### src/zrld_pkg.sv
package zrld_pkg;

   localparam logic [7:0]  ESC_BYTE      = 8'hFF;
   localparam logic [8:0]  ZERO_RUN_BASE = 9'd4;
   localparam int          LIMIT_W       = 44;
   localparam int          TOTAL_W       = 45;
   localparam logic [TOTAL_W-1:0] TOTAL_MAX = {TOTAL_W{1'b1}};

   // escape tracking: number of FF bytes held back
   localparam logic [1:0]  PEND_NONE = 2'd0;
   localparam logic [1:0]  PEND_ONE  = 2'd1;
   localparam logic [1:0]  PEND_TWO  = 2'd2;

   // result FIFO depth and its pointer width
   localparam int          FIFO_DEPTH = 3;
   localparam int          PTR_W      = 2;

   typedef struct packed {
      logic [7:0] byte_in;
      logic       last_byte;
   } req_type;

   typedef struct packed {
      logic [7:0] run_value;
      logic [8:0] run_count;
      logic       last_of_item;
      logic       stream_done;
      logic       overflow;
   } rsp_type;

   // per-stream decoder state
   typedef struct packed {
      logic [1:0]         pending;
      logic [TOTAL_W-1:0] total;
      logic               ovf;
   } dec_state_type;

   // decoder result: up to two runs per item
   typedef struct packed {
      logic [1:0] num;
      rsp_type    run0;
      rsp_type    run1;
   } dec_out_type;

endpackage

### src/zrld_dec.sv
module zrld_dec (
   input  zrld_pkg::req_type                 item,
   input  zrld_pkg::dec_state_type           state_cur,
   input  logic [zrld_pkg::LIMIT_W-1:0]      size_limit,
   output zrld_pkg::dec_out_type             result,
   output zrld_pkg::dec_state_type           state_nxt
);
   import zrld_pkg::*;

   logic               is_esc;
   logic [1:0]         num;
   logic [1:0]         pend_nxt;
   logic [7:0]         val0;
   logic [8:0]         cnt0;
   logic [TOTAL_W:0]   sum1;
   logic [TOTAL_W:0]   sum2;
   logic [TOTAL_W-1:0] tot1;
   logic [TOTAL_W-1:0] tot2;
   logic               ovf1;
   logic               ovf2;

   assign is_esc = (item.byte_in == ESC_BYTE);

   // escape parsing
   always_comb begin
      num      = 2'd1;
      pend_nxt = PEND_NONE;
      val0     = item.byte_in;
      cnt0     = 9'd1;
      case (state_cur.pending)
         PEND_NONE: begin
            if (is_esc && !item.last_byte) begin
               num      = 2'd0;
               pend_nxt = PEND_ONE;
            end
         end
         PEND_ONE: begin
            if (is_esc) begin
               if (item.last_byte) begin
                  val0 = ESC_BYTE;
                  cnt0 = 9'd2;
               end else begin
                  num      = 2'd0;
                  pend_nxt = PEND_TWO;
               end
            end else begin
               // held FF is a literal, then this byte
               num  = 2'd2;
               val0 = ESC_BYTE;
            end
         end
         default: begin
            // two FF held: escape completes
            if (is_esc) begin
               val0 = ESC_BYTE;
               cnt0 = 9'd2;
            end else begin
               val0 = 8'h00;
               cnt0 = ZERO_RUN_BASE + {1'b0, item.byte_in};
            end
         end
      endcase
   end

   // running totals, saturating; second run only occurs when the first counts one
   assign sum1 = {1'b0, state_cur.total} + {{(TOTAL_W-8){1'b0}}, cnt0};
   assign sum2 = {1'b0, state_cur.total} + {{(TOTAL_W-1){1'b0}}, 2'd2};
   assign tot1 = sum1[TOTAL_W] ? TOTAL_MAX : sum1[TOTAL_W-1:0];
   assign tot2 = sum2[TOTAL_W] ? TOTAL_MAX : sum2[TOTAL_W-1:0];
   assign ovf1 = state_cur.ovf || (tot1 > {1'b0, size_limit});
   assign ovf2 = ovf1 || (tot2 > {1'b0, size_limit});

   // result runs
   always_comb begin
      result.num                = num;
      result.run0.run_value     = val0;
      result.run0.run_count     = cnt0;
      result.run0.last_of_item  = (num == 2'd1);
      result.run0.stream_done   = (num == 2'd1) && item.last_byte;
      result.run0.overflow      = ovf1;
      result.run1.run_value     = item.byte_in;
      result.run1.run_count     = 9'd1;
      result.run1.last_of_item  = 1'b1;
      result.run1.stream_done   = item.last_byte;
      result.run1.overflow      = ovf2;
   end

   // next state; end of stream clears everything
   always_comb begin
      state_nxt.pending = pend_nxt;
      state_nxt.total   = state_cur.total;
      state_nxt.ovf     = state_cur.ovf;
      case (num)
         2'd1: begin
            state_nxt.total = tot1;
            state_nxt.ovf   = ovf1;
         end
         2'd2: begin
            state_nxt.total = tot2;
            state_nxt.ovf   = ovf2;
         end
         default: ;
      endcase
      if (item.last_byte) begin
         state_nxt.pending = PEND_NONE;
         state_nxt.total   = '0;
         state_nxt.ovf     = 1'b0;
      end
   end

endmodule

### src/zrld_fifo.sv
module zrld_fifo (
   input  logic                       clock,
   input  logic                       reset,
   input  logic [1:0]                 push_num,
   input  zrld_pkg::rsp_type          push_d0,
   input  zrld_pkg::rsp_type          push_d1,
   output logic [1:0]                 free_slots,
   output logic                       out_valid,
   input  logic                       out_stall,
   output zrld_pkg::rsp_type          out_data
);
   import zrld_pkg::*;

   rsp_type          entry_ff [FIFO_DEPTH];
   logic [PTR_W-1:0] wr_ff, wr_in;
   logic [PTR_W-1:0] rd_ff, rd_in;
   logic [1:0]       cnt_ff, cnt_in;
   logic [PTR_W-1:0] wr_nxt;
   logic             pop;

   function automatic logic [PTR_W-1:0] ptr_inc(input logic [PTR_W-1:0] p);
      ptr_inc = (p == PTR_W'(FIFO_DEPTH - 1)) ? '0 : p + 1'b1;
   endfunction

   assign out_valid  = (cnt_ff != 2'd0);
   assign out_data   = entry_ff[rd_ff];
   assign free_slots = 2'(FIFO_DEPTH) - cnt_ff;
   assign pop        = out_valid && !out_stall;
   assign wr_nxt     = ptr_inc(wr_ff);

   // pointer and count update
   always_comb begin
      wr_in  = wr_ff;
      rd_in  = pop ? ptr_inc(rd_ff) : rd_ff;
      cnt_in = cnt_ff + push_num - {1'b0, pop};
      case (push_num)
         2'd1:    wr_in = wr_nxt;
         2'd2:    wr_in = ptr_inc(wr_nxt);
         default: ;
      endcase
   end

   always_ff @(posedge clock) begin
      if (reset) begin
         wr_ff  <= '0;
         rd_ff  <= '0;
         cnt_ff <= '0;
      end else begin
         wr_ff  <= wr_in;
         rd_ff  <= rd_in;
         cnt_ff <= cnt_in;
      end
   end

   // entry storage
   always_ff @(posedge clock) begin
      if (push_num != 2'd0) begin
         entry_ff[wr_ff] <= push_d0;
      end
      if (push_num == 2'd2) begin
         entry_ff[wr_nxt] <= push_d1;
      end
   end

endmodule

### src/zero_run_length_decoder.sv
// Channel | Ports                          | Item
// input   | req_valid, req_stall, req_data | one compressed byte, last mark
// result  | rsp_valid, rsp_stall, rsp_data | one run: value, count, flags
// config  | csr_wr_en, csr_wr_data         | size_limit (44 bits)
//
// One byte per cycle while not stalled: a byte enters the input register,
// is decoded in the next cycle and its runs land in a 3-entry result FIFO.
// A two-run byte waits for two free slots; it always follows a held FF that
// makes no run, so with the output draining one byte per cycle still holds.
// Synchronous reset clears control state and sets size_limit to all ones.
// rsp_stall backs up into the FIFO and then raises req_stall.
module zero_run_length_decoder (
   input  logic                         clock,
   input  logic                         reset,
   input  logic                         req_valid,
   output logic                         req_stall,
   input  zrld_pkg::req_type            req_data,
   output logic                         rsp_valid,
   input  logic                         rsp_stall,
   output zrld_pkg::rsp_type            rsp_data,
   input  logic                         csr_wr_en,
   input  logic [zrld_pkg::LIMIT_W-1:0] csr_wr_data
);
   import zrld_pkg::*;

   logic                in_valid_ff, in_valid_in;
   req_type             in_data_ff;
   dec_state_type       state_ff, state_in;
   logic [LIMIT_W-1:0]  limit_ff;
   dec_out_type         dec_res;
   dec_state_type       dec_nxt;
   logic [1:0]          free_slots;
   logic                process;
   logic                accept;
   logic [1:0]          push_num;

   // decode the held byte once the FIFO can take all of its runs
   assign process   = in_valid_ff && (dec_res.num <= free_slots);
   assign req_stall = in_valid_ff && !process;
   assign accept    = req_valid && !req_stall;
   assign push_num  = process ? dec_res.num : 2'd0;

   always_comb begin
      in_valid_in = in_valid_ff;
      state_in    = state_ff;
      if (process) begin
         in_valid_in = 1'b0;
         state_in    = dec_nxt;
      end
      if (accept) begin
         in_valid_in = 1'b1;
      end
   end

   // control state and size limit
   always_ff @(posedge clock) begin
      if (reset) begin
         in_valid_ff <= 1'b0;
         state_ff    <= '0;
         limit_ff    <= {LIMIT_W{1'b1}};
      end else begin
         in_valid_ff <= in_valid_in;
         state_ff    <= state_in;
         if (csr_wr_en) begin
            limit_ff <= csr_wr_data;
         end
      end
   end

   // input register
   always_ff @(posedge clock) begin
      if (accept) begin
         in_data_ff <= req_data;
      end
   end

   zrld_dec u_dec (
      .item       (in_data_ff),
      .state_cur  (state_ff),
      .size_limit (limit_ff),
      .result     (dec_res),
      .state_nxt  (dec_nxt)
   );

   zrld_fifo u_fifo (
      .clock      (clock),
      .reset      (reset),
      .push_num   (push_num),
      .push_d0    (dec_res.run0),
      .push_d1    (dec_res.run1),
      .free_slots (free_slots),
      .out_valid  (rsp_valid),
      .out_stall  (rsp_stall),
      .out_data   (rsp_data)
   );

endmodule

### config.mk
export PLATFORM = sky130hd
export DESIGN_NAME = zero_run_length_decoder
export DESIGN_NICKNAME = d
export VERILOG_FILES = /design/src/zrld_pkg.sv /design/src/zrld_dec.sv /design/src/zrld_fifo.sv /design/src/zero_run_length_decoder.sv
export SDC_FILE = /design/constraint.sdc
export NUM_CORES = 1
export LEC_CHECK = 0
export BUFFER_PORTS_ARGS = -buffer_cell sky130_fd_sc_hd__buf_4
export CORE_MARGIN = 2
export CORE_UTILIZATION = 24
export CTS_CLUSTER_SIZE = 24
export DETAILED_ROUTE_END_ITERATION = 12
export GPL_ROUTABILITY_DRIVEN = 0
export PLACE_DENSITY = 0.38
export SETUP_SLACK_MARGIN = 0.3
export SLEW_MARGIN = 15
export SYNTH_ARGS = -nofsm -noshare
export SYNTH_HDL_FRONTEND = slang
export SYNTH_SLANG_ARGS = --single-unit
### constraint.sdc
create_clock -name clock -period 9.5 [get_ports clock]
set_input_delay 2.85 -clock clock [delete_from_list [all_inputs] [get_ports clock]]
set_output_delay 2.85 -clock clock [all_outputs]
set_load 0.05 [all_outputs]
# [Word level (Yosys, flattened, before mapping)]
# Memory sizes are Yosys's and may differ from the RTL's. A register that Yosys moved wholly into a read port is not among the register bits.
# Cells that the tools add are included.
[totals] regBits=108 mem_bits_rw=60 inputBits=58 out_inout_bits=22 word_cells=83 n_memories=1
[mem_list] memory="u_fifo.entry_ff" words=3 width=20 rd=1 rd_ports_with_merged_regs=1 write_ports=2 line="zrld_fifo.sv:14" rtl="rsp_type entry_ff [FIFO_DEPTH];"
[classes] addsub=9 order_cmp=3 eq_ne=9 mux=32 reduce_logical=19
[op_table] cell="case mux 46 bit (2 select lines)" n=1
[op_table] cell="greater-than comparator 45 x 44 -> 1 bit" n=2
[op_table] cell="2-to-1 mux 45 bit" n=2
[op_table] cell="2-to-1 mux 48 bit" n=1
[op_table] cell="adder 45 x 2 -> 46 bit (second input constant)" n=1
[op_table] cell="adder 45 x 9 -> 46 bit" n=1
[op_table] cell="2-to-1 mux 8 bit" n=3
[op_table] cell="2-to-1 mux 2 bit" n=9
[op_table] cell="2-to-1 mux 9 bit" n=2
[op_table] cell="case mux 9 bit (2 select lines)" n=1
[op_table] cell="case mux 8 bit (2 select lines)" n=1
[op_table] cell="case mux 2 bit (2 select lines)" n=3
[op_table] cell="== test 2 bit (second input constant)" n=5
[op_table] cell="adder 3 x 8 -> 9 bit (first input constant)" n=1
[op_table] cell="2-to-1 mux 1 bit" n=9
[op_table] cell="== test 8 bit (second input constant)" n=1
[op_table] cell="nonzero test 2 bit" n=4
[op_table] cell="adder 2 x 1 -> 2 bit (second input constant)" n=3
[op_table] cell="== test 2 x 1 -> 1 bit (second input constant)" n=3
[op_table] cell="logical AND 1 bit" n=6
[op_table] cell="zero test 1 bit" n=4
[op_table] cell="nonzero test 3 bit" n=1
[op_table] cell="adder 2 bit" n=1
[op_table] cell="less-or-equal comparator 2 bit" n=1
[op_table] cell="5 further kinds" n=6

# [Longest topological paths before layout]
[depth] word_depth=11 depth_mapped=24

# [By module]
# Synthesis repeated with hierarchy kept, for this count alone.
[hier_totals] cells_unflattened=1561 area_unflattened_um2=13965.9
[by_module_without_submodules] mod="zrld_dec" n_inst=1 cells_per_inst=938 area_each_um2=6349.8 seq_area_each_um2=0.0
[by_module_without_submodules] mod="zero_run_length_decoder" n_inst=1 cells_per_inst=379 area_each_um2=4192.8 seq_area_each_um2=2132.0
[by_module_without_submodules] mod="zrld_fifo" n_inst=1 cells_per_inst=244 area_each_um2=3423.3 seq_area_each_um2=1961.9

# [Least setup slack after synthesis]
# No wires, ideal clock.
[synth_path] kind="flip-flop to output port" from="register in_data_ff[3] (netlist name)" to="output port req_stall" arrival_time_ns=3.010 required_ns=6.650 slack_ns=3.640 path_stages_with_launch=12 path_buffers=2 cell_sequence="edfxtp_1 -> ha_1 -> and3_1 -> nand4_1 -> nand2_1 -> inv_1 -> clkbuf_1 -> clkbuf_1 -> ha_1 -> nand2_1 -> o21ai_0 -> nor2_1"
[synth_between] elab_chain_cells=8 elab_cells_between_ends=9 cone_classes="order compare (1); eq/ne (1); mux (3); reduce/logical (4)"
[synth_rtl] element="from (decl)" line="zero_run_length_decoder.sv:27" rtl="req_type in_data_ff;"
[synth_rtl] element="from (signal assigned)" line="zero_run_length_decoder.sv:73" rtl="in_data_ff <= req_data;"
[synth_rtl] element="== test 8 bit (*)" line="zrld_dec.sv:22" rtl="assign is_esc = (item.byte_in == ESC_BYTE);"
[synth_rtl] element="logical AND 1 bit" line="zrld_dec.sv:32" rtl="if (is_esc && !item.last_byte) begin"
[synth_rtl] element="2-to-1 mux 1 bit" line="zrld_dec.sv:32"
[synth_rtl] element="case mux 2 bit (2 select lines) (*)" line="zrld_dec.sv:30" rtl="case (state_cur.pending)"
[synth_rtl] element="less-or-equal comparator 2 bit (*)" line="zero_run_length_decoder.sv:38" rtl="assign process = in_valid_ff && (dec_res.num <= free_slots);"
[synth_rtl] element="logical AND 1 bit (*)" line="zero_run_length_decoder.sv:38"
[synth_rtl] element="zero test 1 bit (*)" line="zero_run_length_decoder.sv:39" rtl="assign req_stall = in_valid_ff && !process;"
[synth_rtl] element="logical AND 1 bit (*)" line="zero_run_length_decoder.sv:39"
[synth_rtl] element="to (decl)" line="zero_run_length_decoder.sv:16" rtl="output logic req_stall,"
# Mark *: on every way between the ends. The rest lies on a longest branch, timed or not.

# [Final worst setup path]
# Same ends and word-level chain as after synthesis.

==> metrics <==
most used cell, CP=buf_4; Synth Net Count=1629; drt total wl=43900 µm; Post-Syn Area=0.0118 mm²; io pins=80; Yosys cell types=68; max incr delay on CP=450 ps; Layout area overhead=14.8%; Hold Fails Final Rpt=0; largest net degree at the start of global routing=88; Post-CTS Hold Fix Bufs=0; share of the synthesized area in the top cell type=0.222; vias in the first global route=10646; antenna violations before repair=0; Hold Path Origin=u_fifo.entry_ff[0][5]; CTS max path bufs=2; status=complete, no violations; cell area power density=141 mW/mm²; Final Cycle Share=0.710; FF+latch count, synth=170; RSZ-0062 raised after global routing=false; # port buffers=79; Multi-input gate area=0.00738 mm²; GRT Total Usage=0.177; Initial Util=0.242; first-pass GRT wire length=66600 µm; crit path launch=in_data_ff[3]; Leak=5.94 nW; WL per Instance=20.3 µm; H-tree Lvls=4; CTS Buf Count=17; Slew @ Worst Pin=1040 ps; worst skew pair latency=490 ps; hpwl dp=33100 µm; count leader, synth=nand2_1; syn avg cell area=8.05 µm²; Synth top cells by count=nand2_1 (241), dfxtp_1 (131), ha_1 (105); Final Max Tran Viols=0; worst path cell trace=ha_1, and3_1, nand4_1, nand2_1, buf_4, inv_1, buf_4, ha_1, nor2b_1, o21ai_0, nor2_1, buf_4; yosys warns=0; Finished Layout Cells=2160; min cycle time layout=6750 ps; Crit Path Class=flop to primary output; leading area contributor after synthesis=dfxtp_1; grt ovf=0; clk slew on worst S/H paths=80 ps; share of layout cells above drive strength 1=0.0929; Die H=226 µm; CORE AREA=0.0487 mm²; router iterations before antenna repair=5; diode count=0; Util after Layout=0.278; vias post-DR=10970; row count=81; CP startpoint kind=flop; Main synth FF type=dfxtp_1; register area share after synthesis=0.322; clk root buf=clkbuf_16; endpoint class of the critical path=primary output; Die X=226 µm; Final TNS setup=0 ps; class of the worst hold path=flop to flop; Max-Cap Viols=0; Filler Cell Count=5312; Via density=5.08; post-synthesis instance total=1465; area of the die=0.0509 mm²; DRT iter0 DRCs=815; Post-synth ARST share=0; Max rail drop VDD=0.103 mV; placed insts=2128; clk sinks=170; top post-synthesis cells by area=dfxtp_1 (22%), ha_1 (11%), edfxtp_1 (9.9%); r2r startpoint=in_data_ff[3]; Final ANT Viol Nets=0; setup violators final=0; Critical Path RT=6650 ps; # nets final=1647; Post-synth EDFFs=39; Clock Skew=13.0 ps; CTS tree=done; maximum clock rate=148 MHz; # DRC=0; final total power=1.91 mW; CP max-delay cell=edfxtp_1; Storage cell area=0.00379 mm²; post-CTS setup buffers=0; Max transition margin=0.306; CP arrival=3900 ps; cts repair resizes=0; critical path peak fanout=31
metrics by stage:
step                setup slack [ps]  hold WS, ps  instance area, µm²
floorplan                       3640          425               11800
global placement                3020          443               12900
detailed placement              2860          447               12900
CTS                             2670          463               13500
global route                    2270          490               13500
finish                          2750          462               13500
registers in the layout (all words and copies together), names as in the netlist, named ones only:
| register | count |
|---|---|
| limit_ff | 44 |
| u_fifo.entry_ff | 60 |
| in_data_ff | 9 |
| u_fifo.wr_ff | 2 |
| state_ff | 48 |
| u_fifo.rd_ff | 2 |
| in_valid_ff | 1 |
| u_fifo.cnt_ff | 2 |
critical path, delay by kind of cell (launching register included):
kind,cells,cell delay (ps)
AO/OA/AOI/OAI,1,370
AND/OR/NAND/NOR,5,1000
flip-flops,1,450
adder cells (fa/ha/maj),2,570
buffers and inverters,4,990
path summary, 6_finish.rpt:
path | endpoint | slack [ps] | cells after the start
setup / recovery | req_stall | 2750 | 12
hold / removal | u_fifo.entry_ff[0][5] | 460 | 2
hold reg to reg | u_fifo.entry_ff[0][5] | 460 | 2
setup reg to reg | u_fifo.entry_ff[2][0] | 2790 | 20
routing by layer:
metal | part of all wire | wire length (µm) | track usage
met2 | 0.47 | 20500 | 0.286
met3 | 0.053 | 2320 | 0.0355
met1 | 0.46 | 20200 | 0.237
met5 | 0 | 0 | 0
met4 | 0.020 | 890 | 0.0521
area by class of cell:
cell class | count | area share
clock buffers | 18 | 0.0317
repair buffers | 91 | 0.0505
well taps | 664 | 0.0614
multi-input cells | 1133 | 0.545
flip-flops and latches | 170 | 0.280
clock inverters | 14 | 0.0119
inverters | 70 | 0.0194
layout by cell type (no fill, tap or decap), types with 30 or more instances in the layout:
cell / instances
edfxtp_1: 39
nand2_1: 241
o21a_1: 30
o21ai_0: 72
buf_4: 91
xnor2_1: 43
nand3_1: 46
ha_1: 105
nor2_1: 90
a21oi_1: 80
nand4_1: 44
o211ai_1: 52
dfxtp_1: 131
inv_1: 69
kinds of logic after synthesis:
group	after synthesis	share of synthesized area
and+or+nand+nor	553	0.222
AOI/OAI and AO/OA	380	0.217
DFF	170	0.322
buffers and inverters	162	0.0531
xor gates and xnor gates	68	0.0505
adders and majority gates	106	0.113
muxes	26	0.0225
where the power goes:
group / total, mW / switching (mW) / internal (mW)
logic: 0.376 / 0.245 / 0.130
clock network: 0.727 / 0.355 / 0.372
registers: 0.809 / 0.0233 / 0.786
Power figures use the tool's default switching activity.
